`config.mk`:
```
export PLATFORM = sky130hd
export DESIGN_NAME = gtd_ram
export DESIGN_NICKNAME = d
export VERILOG_FILES = /design/src/sv/gtd_ram.sv
export SDC_FILE = /design/constraint.sdc
export NUM_CORES = 1
export LEC_CHECK = 0
export ABC_CLOCK_PERIOD_IN_PS = 3500
export BUFFER_PORTS_ARGS = -buffer_cell sky130_fd_sc_hd__buf_2
export CORE_MARGIN = 2
export CORE_UTILIZATION = 48
export CTS_CLUSTER_DIAMETER = 50
export DETAILED_ROUTE_END_ITERATION = 6
export PLACE_DENSITY_LB_ADDON = 0.25
export SYNTH_ARGS = -nofsm -noshare
export SYNTH_HDL_FRONTEND = slang
export SYNTH_SLANG_ARGS = --single-unit
```
`constraint.sdc`:
```
create_clock -name clock -period 3.5 [get_ports clock]
set_input_delay 0.35 -clock clock [delete_from_list [all_inputs] [get_ports clock]]
set_output_delay 0.35 -clock clock [all_outputs]
set_load 0.03 [all_outputs]
```
`src/sv/gtd_ram.sv`:
```
module gtd_ram #(
   parameter int WIDTH = 32,
   parameter int DEPTH = 40
) (
   input  logic                     clock,
   input  logic                     wr_en,
   input  logic [$clog2(DEPTH)-1:0] wr_addr,
   input  logic [WIDTH-1:0]         wr_data,
   input  logic                     rd_en,
   input  logic [$clog2(DEPTH)-1:0] rd_addr,
   output logic [WIDTH-1:0]         rd_data
);

   logic [WIDTH-1:0] mem_ff [DEPTH];
   logic [WIDTH-1:0] rd_data_ff;

   always_ff @(posedge clock) begin
      if (wr_en) begin
         mem_ff[wr_addr] <= wr_data;
      end
      if (rd_en) begin
         rd_data_ff <= mem_ff[rd_addr];
      end
   end

   assign rd_data = rd_data_ff;

endmodule

```
==> impl_metrics.yaml <==
outcome:
  status: "finished, final reports clean"
logic_synthesis:
  synth_cell_type_count: 32
  synth_ff_type: "edfxtp_1"
  ys_seq_area_share_pct: 77.3
  synth_edf_count: 1312
  yosys.area_share.adder_pct: 0
  synth_top_family_by_area: "multiplexers"
  synth_common_cells: "edfxtp_1, mux2i_1, a22oi_1"
  syn-num-nets: 2609
  synthXorXnorAreaFrac_pct: 0
  async_reset_ff_share_pct: 0
  post-synth-top-area-cell: "edfxtp_1"
  synth_most_common_cell: "edfxtp_1"
  synth.top_cell.area_share_pct: 77.3
  synth_area_leaders: "edfxtp_1, mux2i_1, mux4_2"
  syn-instance-count: 2562
  synth_compound_area_share_pct: 6.46
  netlist_area_um2: 50900
  yosys.area_share.simple_pct: 0.872
  syn_area_per_cell_um2: 19.9
  synth_mux_area_share_pct: 13.6
  ys_warn_count: 0
  ys_ff_latch: 1312
route:
  drc_errors: 0
  routed-wl-met3_um: 10600
  wl_met2_um: 63100
  wl_met1_um: 54300
  drt-total-wl_um: 133000
  ant_nets: 0
  first_iter_violations: 2834
  via_per_inst: 6.16
  route.detailed.wl_per_inst_um: 31.1
  via_count: 26200
  drtPass1Iterations: 5
  routed.top_layer: "met5"
worst_setup_path:
  r2r-start: "mem_ff[8][7]$_DFFE_PP_"
  endpoint_kind: "flop"
  slowest_stage: "nor2_4"
  cp_data_required_time_ns: 3.91
  cpPeakStageDelay_ns: 0.84
  crit_arrival_ns: 2.34
  reg2reg_slack_ns: 1.81
  reg2reg_depth: 5
  worstReg2RegEnd: "rd_data[7]$_DFFE_PP_"
  crit_chain: "buf_2 > nand3b_1 > nor2_4 > buf_12"
  worstSetupPathType: "in2reg"
  critical_path.top_delay_family: "simple AND/OR/NAND/NOR gates"
  critPathLaunchType: "input port"
  crit_fanout: 20
  crit_buf_inv: 2
clock_network:
  ctsRootBufferMaster: "clkbuf_16"
  cts_tree: "done"
  cts_setup_buffers: 0
  cts_buffers: 135
  path_clk_slew_ns: 0.06
  cts.sink_count: 1312
  ctsHoldBuffers: 0
  h-tree-depth: 4
  clock_latency_ns: 0.74
  cts_resized: 0
  cts.path.max_buffers: 3
final_layout:
  area_delta_synth_final_pct: 14.7
  nNetsFinal: 2798
  drive_above_1_share_pct: 20.9
floorplan:
  core_um2: 105000
  fp.dieH_um: 330
  start_util_pct: 48.4
  ios: 79
  rows: 119
  die_x_um: 330
  dieArea_um2: 109000
power:
  vdd_drop_max_mv: 0.416
  power_density_nw_per_um2: 567
  total_power_w: 0.0331
  p_leak_nw: 19.7
hold_path:
  worstHoldEndpoint: "mem_ff[19][18]$_DFFE_PP_"
  worstHoldPathType: "in2reg"
  min_from: "wr_data[18]"
  hold_path_depth: 1
grt:
  track_usage_pct: 24.5
  grt_max_degree: 61
  grt_pass1_vias: 26100
  overflow: 0
  grt_first_pass_wirelength_um: 187000
  antenna_found_initial: 7
sta:
  worst_slew_pin_slew_ns: 0.904
  finalSetupViolations: 0
  setup-tns-final_ns: 0
  fmax_mhz: 519
  slew_headroom_pct: 39.5
  skew_ns: 0.0230
  post-route-min-period_ns: 1.93
  drv_slew: 0
  rsz0062_at_grt: "no"
  hold_viol_final: 0
  period_share_pct: 55.1
placement:
  post-dp-hpwl_um: 69000
  place.gp.congestion: 0.777
  io_buffers: 78
job:
  cap_violations: 0
-- layout by cell type, fill, tap and decap left out, drive strengths merged, types with 4 or more instances in the layout --
master       n
nand2       39
mux4        64
clkinvlp     8
clkbuf     162
buf        207
a21oi       64
diode        5
a22o        64
a221oi      64
nand3        4
nor2b        5
o22ai       32
edfxtp    1312
mux2        32
inv          8
clkinv      59
a22oi      128
o41ai       32
bufinv      10
mux2i      512
nand2b       5
nor2        41
-- final cells by class --
cell class                      count  area [um2]
Tap cell                         1391        1740
Fill cell                        7766       46800
Multi-Input combinational cell   1095       11000
Antenna cell                        5        12.5
Clock inverter                     85         800
Timing Repair Buffer              207        1990
Clock buffer                      162        3500
Sequential cell                  1312       39400
-- metal layers --
metal | track usage (%) | vias up
met5 | 0 | -
met4 | 9.04 | 8
met3 | 5.27 | 244
met2 | 38.6 | 1126
met1 | 33.7 | 13800
li1 | - | 11000
-- through the flow --
step | hold slack, ns | util [%] | cell area, um2 | setup slack [ns] | instances
finish | 0.162 | 55.5 | 58400 | 1.57 | 4257
global route | 0.176 | 55.5 | 58400 | 1.51 | 4254
CTS | 0.115 | 55.5 | 58400 | 1.59 | 4252
detailed placement | 0.851 | 51.4 | 54100 | 0.817 | 4005
global placement | 0.846 | 51.4 | 54100 | 0.857 | 4005
floorplan | 0.449 | - | 50900 | 0.000636 | 2562
-- flip-flops by register name (all words and copies together) (netlist names) --
signal,count
mem_ff,1280
rd_data,32
-- cells by family after synthesis --
family,after synthesis
muxes,608
DFF,1312
AOI/OAI and AO/OA,384
and+or+nand+nor,103
buffers and inverters,155
-- worst max-delay path by stage --
| stage | cells after the start | slack [ns] | startpoint | to |
|---|---|---|---|---|
| after floorplan | 3 | 0.0006 | wr_addr[5] | mem_ff[18][0]$_DFFE_PP_ |
| after global placement | 4 | 0.86 | wr_addr[5] | mem_ff[25][11]$_DFFE_PP_ |
| after global routing | 4 | 1.51 | wr_addr[5] | mem_ff[25][13]$_DFFE_PP_ |
| final | 4 | 1.57 | wr_addr[5] | mem_ff[25][6]$_DFFE_PP_ |
| after CTS | 4 | 1.59 | wr_addr[5] | mem_ff[24][13]$_DFFE_PP_ |
| after detailed placement | 4 | 0.82 | wr_addr[5] | mem_ff[24][13]$_DFFE_PP_ |
-- report_power, final --
group	switching (W)	internal [W]
clock network	0.00597	0.00795
registers	0.0000542	0.0174
logic	0.00110	0.000607
Note: power is estimated with default switching activity, not from simulation.
